File: config.mk
export PLATFORM = sky130hd
export DESIGN_NAME = sorted_min_priority_queue
export DESIGN_NICKNAME = d
export VERILOG_FILES = /design/src/rtl/smpq_pkg.sv /design/src/rtl/sorted_min_priority_queue.sv /design/src/rtl/smpq_ctrl.sv /design/src/rtl/smpq_dp.sv
export VERILOG_INCLUDE_DIRS = /design/src /design/src/rtl
export SDC_FILE = /design/constraint.sdc
export NUM_CORES = 1
export LEC_CHECK = 0
export ABC_AREA = 1
export BUFFER_PORTS_ARGS = -buffer_cell sky130_fd_sc_hd__buf_2
export CAP_MARGIN = 30
export CORE_MARGIN = 2
export CORE_UTILIZATION = 44
export CTS_CLUSTER_DIAMETER = 80
export DETAILED_ROUTE_END_ITERATION = 8
export PLACE_DENSITY = 0.64
export SETUP_SLACK_MARGIN = 0.3
export SLEW_MARGIN = 15
export SYNTH_ARGS = -nofsm -noshare
export SYNTH_HDL_FRONTEND = slang
export SYNTH_SLANG_ARGS = --single-unit
File: constraint.sdc
create_clock -name clk -period 4.9 [get_ports clk]
set_clock_uncertainty 0.05 [all_clocks]
set_input_delay 0 -clock clk [delete_from_list [all_inputs] [get_ports clk]]
set_output_delay 0 -clock clk [all_outputs]
set_load 0.005 [all_outputs]
File: src/rtl/assert_macros.svh
// assertion macros for the rtl files
// no dependencies
`ifndef ASSERT_MACROS_SVH
`define ASSERT_MACROS_SVH

// same-cycle implication, checked at every rising edge outside reset
`define SMPQ_ASSERT_NOW(label, clk, rst_n, ante, cons) \
	label: assert property (@(posedge clk) disable iff (!rst_n) (ante) |-> (cons)) \
		else $error("smpq assertion failed");

// next-cycle implication, checked at every rising edge outside reset
`define SMPQ_ASSERT_NEXT(label, clk, rst_n, ante, cons) \
	label: assert property (@(posedge clk) disable iff (!rst_n) (ante) |=> (cons)) \
		else $error("smpq assertion failed");

`endif

File: src/rtl/smpq_pkg.sv
// shared types and constants for the sorted min priority queue
// no dependencies
`timescale 1ns / 1ps

package smpq_pkg;

	// default number of stored entries
	localparam int DEFAULT_DEPTH = 8;

	// payload widths
	localparam int VALUE_W  = 32;
	localparam int COUNT_W  = 4;
	localparam int OUT_DATA_W = 40;

	// operation carried by an input item
	typedef enum logic [0:0] {
		KIND_ENQ = 1'b0,
		KIND_DEQ = 1'b1
	} kind_t;

	// result status codes
	typedef enum logic [1:0] {
		ST_DONE  = 2'd0,
		ST_FULL  = 2'd1,
		ST_EMPTY = 2'd2
	} status_t;

	// controller states
	typedef enum logic [0:0] {
		S_IDLE = 1'b0,
		S_EXEC = 1'b1
	} state_t;

	// controller to datapath commands
	typedef struct packed {
		logic capture;
		logic exec;
	} cmd_t;

	// datapath to controller status
	typedef struct packed {
		logic out_busy;
	} dp_stat_t;

endpackage

File: src/rtl/sorted_min_priority_queue.sv
// Sorted min priority queue, top level.
// Input channel s_*: one item per operation; s_tuser is the kind (enqueue 0,
// dequeue 1), s_tdata the signed 32-bit value used on enqueue.
// Output channel m_*: exactly one result item per input item, in order.
// m_tuser is the status (done, rejected full, dequeue on empty), m_tdata
// holds the removed value (zero unless a dequeue succeeded) and the entry
// count after the operation, taken modulo 16.
// Entries sit in a row of sorted cells; every cell compares against the new
// value in parallel, so an insert or a removal is one update of the row.
// An accepted item is captured into an input register, then executed, and
// its result written to the output register, by the two-state controller
// (capture, then execute), one item at a time; s_tready is high only in the capture state.
// A result waits in the output register while m_tready is low; the next item
// can still be accepted, and its execution holds until the result is taken.
// Reset (arst_n low) empties the queue and drops any pending result; cell
// contents are not cleared and are never read before being written.
// Equal values leave in arrival order.
`timescale 1ns / 1ps
`include "assert_macros.svh"

module sorted_min_priority_queue #(
	parameter int QUEUE_DEPTH = smpq_pkg::DEFAULT_DEPTH
) (
	input  logic                              clk,
	input  logic                              arst_n,
	input  logic                              s_tvalid,
	output logic                              s_tready,
	input  logic [smpq_pkg::VALUE_W-1:0]      s_tdata,   // [31:0] value
	input  logic                              s_tuser,   // [0] kind
	output logic                              m_tvalid,
	input  logic                              m_tready,
	output logic [smpq_pkg::OUT_DATA_W-1:0]   m_tdata,   // [31:0] removed_value, [35:32] entry_count
	output logic [1:0]                        m_tuser    // [1:0] status
);
	import smpq_pkg::*;

	localparam int CW = $clog2(QUEUE_DEPTH + 1);

	cmd_t               cmd;
	dp_stat_t           stat;
	logic [1:0]         out_status;
	logic [VALUE_W-1:0] out_removed;
	logic [COUNT_W-1:0] out_count;
	logic [CW-1:0]      count;

	// controller
	smpq_ctrl u_ctrl (
		.clk       (clk),
		.arst_n    (arst_n),
		.in_valid  (s_tvalid),
		.in_ready  (s_tready),
		.out_ready (m_tready),
		.stat      (stat),
		.cmd       (cmd)
	);

	// datapath
	smpq_dp #(
		.QUEUE_DEPTH (QUEUE_DEPTH),
		.CW          (CW)
	) u_dp (
		.clk         (clk),
		.arst_n      (arst_n),
		.cmd         (cmd),
		.stat        (stat),
		.in_kind     (s_tuser),
		.in_value    (s_tdata),
		.out_ready   (m_tready),
		.out_valid   (m_tvalid),
		.out_status  (out_status),
		.out_removed (out_removed),
		.out_count   (out_count),
		.count       (count)
	);

	// output packing
	assign m_tdata = {{(OUT_DATA_W - VALUE_W - COUNT_W){1'b0}}, out_count, out_removed};
	assign m_tuser = out_status;

	// checks
	`SMPQ_ASSERT_NOW(a_count_bound, clk, arst_n, 1'b1, count <= CW'(QUEUE_DEPTH))
	`SMPQ_ASSERT_NEXT(a_one_in_flight, clk, arst_n, s_tvalid && s_tready, !s_tready)
	`SMPQ_ASSERT_NOW(a_full_status, clk, arst_n, m_tvalid && (m_tuser == ST_FULL),
		count == CW'(QUEUE_DEPTH))
	`SMPQ_ASSERT_NOW(a_empty_status, clk, arst_n, m_tvalid && (m_tuser == ST_EMPTY),
		(count == '0) && (out_removed == '0))

endmodule

File: src/rtl/smpq_ctrl.sv
// controller state machine for the sorted min priority queue
// depends on smpq_pkg
`timescale 1ns / 1ps

module smpq_ctrl (
	input  logic                clk,
	input  logic                arst_n,
	input  logic                in_valid,
	output logic                in_ready,
	input  logic                out_ready,
	input  smpq_pkg::dp_stat_t  stat,
	output smpq_pkg::cmd_t      cmd
);
	import smpq_pkg::*;

	state_t state_q;
	state_t state_d;
	logic   out_free;

	// output register can take a new result this cycle
	assign out_free = !stat.out_busy || out_ready;

	// next state
	always_comb begin
		state_d = state_q;
		case (state_q)
			S_IDLE: begin
				if (in_valid) state_d = S_EXEC;
			end
			S_EXEC: begin
				if (out_free) state_d = S_IDLE;
			end
			default: state_d = S_IDLE;
		endcase
	end

	// outputs
	always_comb begin
		in_ready    = 1'b0;
		cmd.capture = 1'b0;
		cmd.exec    = 1'b0;
		case (state_q)
			S_IDLE: begin
				in_ready    = 1'b1;
				cmd.capture = in_valid;
			end
			S_EXEC: begin
				cmd.exec = out_free;
			end
			default: begin
				in_ready = 1'b0;
			end
		endcase
	end

	// state register
	always_ff @(posedge clk or negedge arst_n) begin
		if (!arst_n) begin
			state_q <= S_IDLE;
		end else begin
			state_q <= state_d;
		end
	end

endmodule

File: src/rtl/smpq_dp.sv
// datapath for the sorted min priority queue: sorted cells, count, result register
// depends on smpq_pkg
`timescale 1ns / 1ps

module smpq_dp #(
	parameter int QUEUE_DEPTH = smpq_pkg::DEFAULT_DEPTH,
	parameter int CW = $clog2(QUEUE_DEPTH + 1)
) (
	input  logic                            clk,
	input  logic                            arst_n,
	input  smpq_pkg::cmd_t                  cmd,
	output smpq_pkg::dp_stat_t              stat,
	input  logic                            in_kind,
	input  logic [smpq_pkg::VALUE_W-1:0]    in_value,
	input  logic                            out_ready,
	output logic                            out_valid,
	output logic [1:0]                      out_status,
	output logic [smpq_pkg::VALUE_W-1:0]    out_removed,
	output logic [smpq_pkg::COUNT_W-1:0]    out_count,
	output logic [CW-1:0]                   count
);
	import smpq_pkg::*;

	logic [VALUE_W-1:0] cells_q [QUEUE_DEPTH];
	logic [VALUE_W-1:0] ins_d   [QUEUE_DEPTH];
	logic [VALUE_W-1:0] shf_d   [QUEUE_DEPTH];
	logic [QUEUE_DEPTH-1:0] lt;
	logic [QUEUE_DEPTH-1:0] ins_here;
	logic [CW-1:0] count_q;
	logic [CW-1:0] count_d;
	logic          kind_q;
	logic [VALUE_W-1:0] value_q;
	logic          full;
	logic          empty;
	logic          do_enq;
	logic          do_deq;
	status_t       status_d;
	logic [CW+COUNT_W-1:0] count_ext;
	logic          out_valid_q;
	status_t       out_status_q;
	logic [VALUE_W-1:0] out_removed_q;
	logic [COUNT_W-1:0] out_count_q;

	assign full   = (count_q == CW'(QUEUE_DEPTH));
	assign empty  = (count_q == '0);
	assign do_enq = (kind_q == KIND_ENQ) && !full;
	assign do_deq = (kind_q == KIND_DEQ) && !empty;

	// per cell compare and next values for insert and remove
	for (genvar g = 0; g < QUEUE_DEPTH; g++) begin : g_cell
		assign lt[g] = (CW'(g) < count_q) && ($signed(value_q) < $signed(cells_q[g]));
		assign ins_here[g] = lt[g] || (CW'(g) == count_q);
		if (g == 0) begin : g_first
			assign ins_d[g] = ins_here[g] ? value_q : cells_q[g];
		end else begin : g_rest
			assign ins_d[g] = !ins_here[g] ? cells_q[g] :
				(lt[g-1] ? cells_q[g-1] : value_q);
		end
		if (g == QUEUE_DEPTH - 1) begin : g_last
			assign shf_d[g] = cells_q[g];
		end else begin : g_mid
			assign shf_d[g] = cells_q[g+1];
		end
	end

	// count and status after the operation
	always_comb begin
		count_d  = count_q;
		status_d = ST_DONE;
		if (kind_q == KIND_ENQ) begin
			if (full) status_d = ST_FULL;
			else      count_d  = count_q + CW'(1);
		end else begin
			if (empty) status_d = ST_EMPTY;
			else       count_d  = count_q - CW'(1);
		end
	end

	assign count_ext = {{COUNT_W{1'b0}}, count_d};

	// captured input item
	always_ff @(posedge clk) begin
		if (cmd.capture) begin
			kind_q  <= in_kind;
			value_q <= in_value;
		end
	end

	// sorted cells, no reset: only cells below the count are read
	always_ff @(posedge clk) begin
		if (cmd.exec && do_enq) begin
			cells_q <= ins_d;
		end else if (cmd.exec && do_deq) begin
			cells_q <= shf_d;
		end
	end

	// entry count
	always_ff @(posedge clk or negedge arst_n) begin
		if (!arst_n) begin
			count_q <= '0;
		end else if (cmd.exec) begin
			count_q <= count_d;
		end
	end

	// result valid flag
	always_ff @(posedge clk or negedge arst_n) begin
		if (!arst_n) begin
			out_valid_q <= 1'b0;
		end else if (cmd.exec) begin
			out_valid_q <= 1'b1;
		end else if (out_ready) begin
			out_valid_q <= 1'b0;
		end
	end

	// result payload
	always_ff @(posedge clk) begin
		if (cmd.exec) begin
			out_status_q  <= status_d;
			out_removed_q <= do_deq ? cells_q[0] : '0;
			out_count_q   <= count_ext[COUNT_W-1:0];
		end
	end

	assign stat.out_busy = out_valid_q;
	assign out_valid     = out_valid_q;
	assign out_status    = out_status_q;
	assign out_removed   = out_removed_q;
	assign out_count     = out_count_q;
	assign count         = count_q;

endmodule
# ---- After elaboration in Yosys (flattened, before gate mapping)
# Index checks and enable logic that the tools add are counted.
dict set report word_totals {
  wordCells 117
  input_bits 37
  ff_bits 333
  output_inout_bits 44
}
dict set report classes {
  n_lt_le_gt_ge 16
  muxes 31
  reduce_logical 35
  eq_ne 15
  bitwise_logic 2
  add_sub_neg 2
}
# cell n
set ops {}
lappend ops {{$mux W256} 2}
lappend ops {{$mux W32} 15}
lappend ops {{$lt A32 B32 Y1} 8}
lappend ops {{$eq A3 B4 Y1 const A} 4}
lappend ops {{$lt A3 B4 Y1 const A} 4}
lappend ops {{$reduce_and A2 Y1} 8}
lappend ops {{$ne A2 B1 Y1 const B} 7}
lappend ops {{$logic_and A1 B1 Y1} 12}
lappend ops {{$mux W4} 3}
lappend ops {{$logic_or A1 B1 Y1} 9}
lappend ops {{$eq A2 B4 Y1 const A} 2}
lappend ops {{$lt A1 B4 Y1 const A} 2}
lappend ops {{$lt A2 B4 Y1 const A} 2}
lappend ops {{$mux W1} 8}
lappend ops {{$add A4 B1 Y4 const B} 1}
lappend ops {{$eq A1 B4 Y1 const A} 1}
lappend ops {{$eq A4 B4 Y1 const B} 1}
lappend ops {{$logic_not A4 Y1} 1}
lappend ops {{$mux W2} 2}
lappend ops {{$reduce_bool A2 Y1} 2}
lappend ops {{$sub A4 B1 Y4 const B} 1}
lappend ops {{$logic_not A1 Y1} 3}
lappend ops {{$not A1 Y1} 2}
lappend ops {{$pmux W1 S2} 1}

# ---- Longest topological paths before layout
dict set report logic_depth {
  ltp_word 6
  mapped_depth 19
  depth_no_buf 17
}

# ---- Modules after synthesis
# Synthesis repeated with hierarchy kept, for this count alone.
dict set report hier_totals {
  cells_unflattened 2879
  area_unflattened_um2 23143.4
}
# module cells_each seq_area_each_um2 instances area_per_inst_um2
set by_module_without_submodules {}
lappend by_module_without_submodules {smpq_dp 2866 9944.5 1 23049.6}
lappend by_module_without_submodules {smpq_ctrl 8 25.0 1 60.1}
lappend by_module_without_submodules {sorted_min_priority_queue 5 0.0 1 33.8}

# ---- Least setup slack after synthesis
# OpenSTA, ideal clock, no wires.
dict set report synth_timing {
  path_type {flip-flop to flip-flop}
  startpoint {register u_dp.value_q[31]}
  endpoint {register u_dp.cells_q[224] (netlist name), enable pin}
  synth_period_minus_slack_ns 4.520
  path_buffers 0
  arrival_time_ns 4.005
  path_slack_ns 0.380
  required_ns 4.384
  stages_incl_launch_ff 10
  setup_time_ns 0.466
  cell_sequence {edfxtp_1 -> ha_1 -> a21oi_1 -> o21ai_0 -> a21o_1 -> a21oi_1 -> nand2_1 -> nand2_2 -> a21oi_1 -> o21ai_0}
}
dict set report synth_via {
  elab_chain_cells 5
}
# element line
set synth_lines {}
lappend synth_lines {{start: declaration} smpq_dp.sv:32} ;# logic [VALUE_W-1:0] value_q;
lappend synth_lines {{start signal: assignment} smpq_dp.sv:85} ;# value_q <= in_value;
lappend synth_lines {{$lt A32 B32 Y1} smpq_dp.sv:51} ;# assign lt[g] = (CW'(g) < count_q) && ($signed(value_q) < $signed(cells_q[g]));
lappend synth_lines {{$logic_and A1 B1 Y1} smpq_dp.sv:51}
lappend synth_lines {{$logic_or A1 B1 Y1} smpq_dp.sv:52} ;# assign ins_here[g] = lt[g] || (CW'(g) == count_q);
lappend synth_lines {{$ne A2 B1 Y1 (no line)} n/a}
lappend synth_lines {{$reduce_and A2 Y1 (no line)} n/a}
lappend synth_lines {{end signal: assignment} smpq_dp.sv:92} ;# cells_q <= ins_d;
lappend synth_lines {{end: declaration} smpq_dp.sv:24} ;# logic [VALUE_W-1:0] cells_q [QUEUE_DEPTH];
# Every way passes these cells.
# A chain may end at the register's enable or synchronous reset.

# ---- Worst setup path in the final report
dict set report layout_timing {
  startpoint {register u_dp.value_q[5]}
  endpoint {register u_dp.cells_q[165] (netlist name), enable pin}
}
# Same word-level chain as after synthesis.

==> reports/summary.txt <==
FINISH
--------------------------------------------------------------------------------------
Area occupied by multi-input gates                                        0.01113 mm^2
Share of layout cells above drive strength 1                                    6.343%
Syn-to-layout area delta                                                        10.75%
Final antenna diode count                                                            0
Number of nets in the finished design                                             3206
Sequential cell area                                                      0.009970 mm^2
Total of fill cells in the finished design                                        4867
Final core area utilization                                                     49.58%

FLOORPLANNING
--------------------------------------------------------------------------------------
Initial core utilization                                                        44.76%
Vertical die dimension                                                        233.2 um
Core Area                                                                 0.05161 mm^2
Number of primary I/O pins                                                          81
Die ar.                                                                   0.05436 mm^2
Chip width                                                                    233.2 um
Total number of placement rows                                                      83

YOSYS
--------------------------------------------------------------------------------------
Mapped Area                                                               0.02310 mm^2
Count of state elements after synthesis                                            333
Post-Syn Area per Cell                                                      8.067 um^2
Post-synth top area cell                                                  sky130_fd_sc_hd__edfxtp_1
Post-Syn Instances                                                                2864
Post-synthesis sequential area ratio                                            43.15%
Yosys warning count                                                                  0
Ranking of synthesized cells by area                                      sky130_fd_sc_hd__edfxtp_1 (42%), sky130_fd_sc_hd__nand2_1 (15%), sky130_fd_sc_hd__ha_1 (14%)
Number of distinct standard cells referenced by the synthesized netlist             34
Top cell type's share of synthesized area                                       42.50%

CLOCK TREE
--------------------------------------------------------------------------------------
Clock sink total                                                                   333
Worst skew pair latency                                                        0.57 ns
Library cell used as clock root buffer                                    sky130_fd_sc_hd__clkbuf_16
Setup fix buffers added after clock tree synthesis                                   0
Clock slew at reported path FFs                                                0.06 ns
Clock tree from TritonCTS                                                          yes
H-tree depth reported by CTS                                                         2
Maximum clock path buffer count                                                      3
TritonCTS buffer count                                                              40

GRT
--------------------------------------------------------------------------------------
Grt total ovfl                                                                       0
Wire length of the first global-routing pass                                 102600 um
Number of global-route vias before repair                                        19020
Pin count of the biggest net entering global routing                               142
GRT Overall Usage                                                               23.47%
Number of antenna violations at the first check in global routing                    0

POWER AND IR DROP
--------------------------------------------------------------------------------------
Power density normalized to cell area                                     627.3 mW/mm^2
Post-layout power                                                            0.01605 W
LEAKAGE                                                                       12.22 nW
Worst IR drop on VDD                                                         0.3054 mV

DRT
--------------------------------------------------------------------------------------
Vias after detailed routing                                                      19820
Via count normalized by instance count                                           5.462
Wire per inst                                                                 17.45 um
Number of DRC violations after detailed-routing iteration 0                       1994
DRT Pass-1 Iters                                                                     8
Detailed Route WL                                                             63320 um
Post-route DRC violation count                                                       0
Number of nets still failing antenna checks after routing                            0

STA
--------------------------------------------------------------------------------------
Count of final max-slew check failures                                               0
Rel. slew slack                                                                 53.76%
Final period demand of the worst path                                         3.639 ns
Final Setup Violations                                                               0
Setup TNS                                                                         0 ns
Number of hold violations in the final report                                        0
Share of the clock period used by the worst path                                74.27%
Worst slack on hold paths                                                   0.09805 ns
RSZ-0062 raised after global routing                                                no
Fmax achieved                                                               0.2748 GHz
Transition time at the pin with the least slew margin                        0.6936 ns

CRITICAL PATH
--------------------------------------------------------------------------------------
Peak fanout along the critical path                                                 33
Critical Path AT                                                               3.81 ns
Category of the most critical setup path                                  register to register
Kind of launch point of the worst setup path                                  register
Capture instance of the worst register-to-register path                   u_dp.cells_q[165]$_DFFE_PP_
Endpoint kind of the worst setup timing path                                  register
Worst reg2reg setup slack                                                      1.26 ns
Cells on worst reg2reg path                                                         17
Required time at the endpoint of the critical path                             5.07 ns
Worst reg2reg path startpoint                                             u_dp.value_q[5]$_DFFE_PP_

JOB
--------------------------------------------------------------------------------------
Number of violations of the max-capacitance limit                                    0

WORST HOLD PATH
--------------------------------------------------------------------------------------
Type of the tightest min-delay check                                      input pin to register
Worst Hold Endpoint                                                       u_dp.value_q[19]$_DFFE_PP_
Hold wc startpoint                                                         s_tdata[19]
Hold Crit Depth                                                                      2

PLACED DESIGN
--------------------------------------------------------------------------------------
Detailed placement HPWL                                                       46780 um
Port bufs                                                                           76
Routability congestion estimate from global placement                           0.8853

RUN STATUS
--------------------------------------------------------------------------------------
Outcome                                                                   complete, no violations

-- placed cells by master (no fill, tap or decap), types with 3 or more instances in the layout --
master and n:
sky130_fd_sc_hd__clkbuf_1 17, sky130_fd_sc_hd__o21ai_0 74, sky130_fd_sc_hd__nand4_1 236, sky130_fd_sc_hd__inv_6 3
sky130_fd_sc_hd__inv_1 356, sky130_fd_sc_hd__inv_2 4, sky130_fd_sc_hd__o21a_1 5, sky130_fd_sc_hd__nor3_1 15
sky130_fd_sc_hd__nand3_1 218, sky130_fd_sc_hd__nor2_1 163, sky130_fd_sc_hd__dfrtp_1 6, sky130_fd_sc_hd__conb_1 4
sky130_fd_sc_hd__ha_1 252, sky130_fd_sc_hd__clkbuf_16 41, sky130_fd_sc_hd__nand2_2 3, sky130_fd_sc_hd__nand3_2 5
sky130_fd_sc_hd__dlygate4sd3_1 37, sky130_fd_sc_hd__buf_2 76, sky130_fd_sc_hd__o21ai_2 5, sky130_fd_sc_hd__clkinv_2 3
sky130_fd_sc_hd__nand2_1 903, sky130_fd_sc_hd__edfxtp_1 327, sky130_fd_sc_hd__a21oi_1 122, sky130_fd_sc_hd__buf_4 39
sky130_fd_sc_hd__clkinv_1 10, sky130_fd_sc_hd__nand3b_1 3
-- kinds of logic (layout without fill, tap and decap cells) --
group | count (synthesis) | after routing | share of synthesized area, %
buf+inv | 508 | 589 | 8.892
compound gates | 215 | 215 | 4.782
flops | 333 | 333 | 43.15
xor+xnor | 3 | 3 | 0.1137
simple gates | 1552 | 1552 | 29.40
fa+ha+maj | 252 | 252 | 13.65
other cells | 1 | 4 | 0.01623
-- final cells by class --
cell class | count | share of cell area [%]
clock inverter | 15 | 0.3765
multi-input combinational | 2026 | 43.51
sequential | 333 | 38.96
tap | 680 | 3.325
inverter | 362 | 5.330
clock buffer | 58 | 4.259
timing repair buffer | 154 | 4.235
-- Yosys cell counts --
library cell	n
sky130_fd_sc_hd__nand2_1	903
sky130_fd_sc_hd__inv_1	357
sky130_fd_sc_hd__edfxtp_1	327
sky130_fd_sc_hd__ha_1	252
sky130_fd_sc_hd__nand4_1	236
sky130_fd_sc_hd__nand3_1	218
sky130_fd_sc_hd__nor2_1	164
sky130_fd_sc_hd__a21oi_1	123
sky130_fd_sc_hd__o21ai_0	75
sky130_fd_sc_hd__clkbuf_1	60
sky130_fd_sc_hd__buf_2	49
sky130_fd_sc_hd__buf_1	21
sky130_fd_sc_hd__nor3_1	15
sky130_fd_sc_hd__buf_4	9
sky130_fd_sc_hd__buf_6	7
sky130_fd_sc_hd__dfrtp_1	6
sky130_fd_sc_hd__o21ai_1	6
sky130_fd_sc_hd__nand3_2	5
sky130_fd_sc_hd__o21a_1	5
sky130_fd_sc_hd__inv_2	3
sky130_fd_sc_hd__nand2_2	3
sky130_fd_sc_hd__nand3b_1	3
sky130_fd_sc_hd__a21o_1	2
sky130_fd_sc_hd__clkinv_1	2
sky130_fd_sc_hd__nand3_4	2
sky130_fd_sc_hd__nor4_1	2
sky130_fd_sc_hd__xor2_1	2
sky130_fd_sc_hd__a211oi_1	1
sky130_fd_sc_hd__a22o_1	1
sky130_fd_sc_hd__conb_1	1
sky130_fd_sc_hd__nor2_2	1
sky130_fd_sc_hd__o211ai_1	1
sky130_fd_sc_hd__o31ai_1	1
sky130_fd_sc_hd__xnor2_1	1
-- layer usage --
metal | global-route usage (%) | up-vias | share of wire [%]
met1 | 35.21 | 9239 | 48
li1 | - | 9785 | -
met5 | 0 | - | 0
met4 | 5.175 | 0 | 1.6
met3 | 3.540 | 61 | 7.4
met2 | 35.55 | 731 | 43
-- power by group --
part | switching [W] | internal, W | total [W]
sequential | 0.000606 | 0.00468 | 0.00528
combinational | 0.00551 | 0.00245 | 0.00796
clock | 0.00121 | 0.00159 | 0.00280
total | 0.00733 | 0.00872 | 0.0161
-- through the flow --
| stage | std cells | area, um^2 | setup WS [ns] |
|---|---|---|---|
| after floorplan | 2867 | 23120 | 0.3797 |
| after detailed placement | 3518 | 24030 | 1.310 |
| after global routing | 3628 | 25590 | 0.9852 |
| after global placement | 3518 | 24030 | 1.365 |
| final | 3628 | 25590 | 1.261 |
| after CTS | 3628 | 25590 | 1.258 |
-- worst max-delay path by stage --
stage / slack (ns) / from / endpoint
detailed placement: 1.31 / u_dp.value_q[5]$_DFFE_PP_ / u_dp.cells_q[165]$_DFFE_PP_
global route: 0.99 / u_dp.value_q[5]$_DFFE_PP_ / u_dp.cells_q[148]$_DFFE_PP_
floorplan: 0.38 / u_dp.value_q[31]$_DFFE_PP_ / u_dp.cells_q[224]$_DFFE_PP_
CTS: 1.26 / u_dp.value_q[5]$_DFFE_PP_ / u_dp.cells_q[177]$_DFFE_PP_
finish: 1.26 / u_dp.value_q[5]$_DFFE_PP_ / u_dp.cells_q[165]$_DFFE_PP_
global placement: 1.37 / u_dp.value_q[7]$_DFFE_PP_ / u_dp.cells_q[70]$_DFFE_PP_
-- registers in the layout, summed over array words and instances, names as in the netlist --
signal	count
u_dp.cells_q	256
u_dp.value_q	32
u_dp.out_status	2
u_dp.out_valid	1
u_dp.out_count	4
u_dp.out_removed	32
u_dp.kind_q	1
u_ctrl.state_q	1
u_dp.count	4
-- worst max-delay path, cell delays in order (launching register included) --
cell,delay (ns)
sky130_fd_sc_hd__edfxtp_1,0.72
sky130_fd_sc_hd__ha_1,0.35
sky130_fd_sc_hd__a21oi_1,0.15
sky130_fd_sc_hd__nor2_1,0.05
sky130_fd_sc_hd__nor3_1,0.14
sky130_fd_sc_hd__nand2_1,0.12
sky130_fd_sc_hd__nand2_1,0.07
sky130_fd_sc_hd__nand2_1,0.08
sky130_fd_sc_hd__nand2_1,0.09
sky130_fd_sc_hd__nand2_1,0.06
sky130_fd_sc_hd__nand2_1,0.07
sky130_fd_sc_hd__buf_4,0.30
sky130_fd_sc_hd__nand3_1,0.11
sky130_fd_sc_hd__buf_4,0.26
sky130_fd_sc_hd__nand2_1,0.09
sky130_fd_sc_hd__nand2_1,0.05
sky130_fd_sc_hd__nand2_1,0.08
sky130_fd_sc_hd__buf_4,0.39
-- what timing repair did --
item / CTS / global route
endpoints found under the hold margin: 41 / 0
gates resized for setup: 0 / 0
hold buffers: 37 / 0
setup endpoints to repair: 0 / 0
Note: power is estimated with default switching activity, not from simulation.
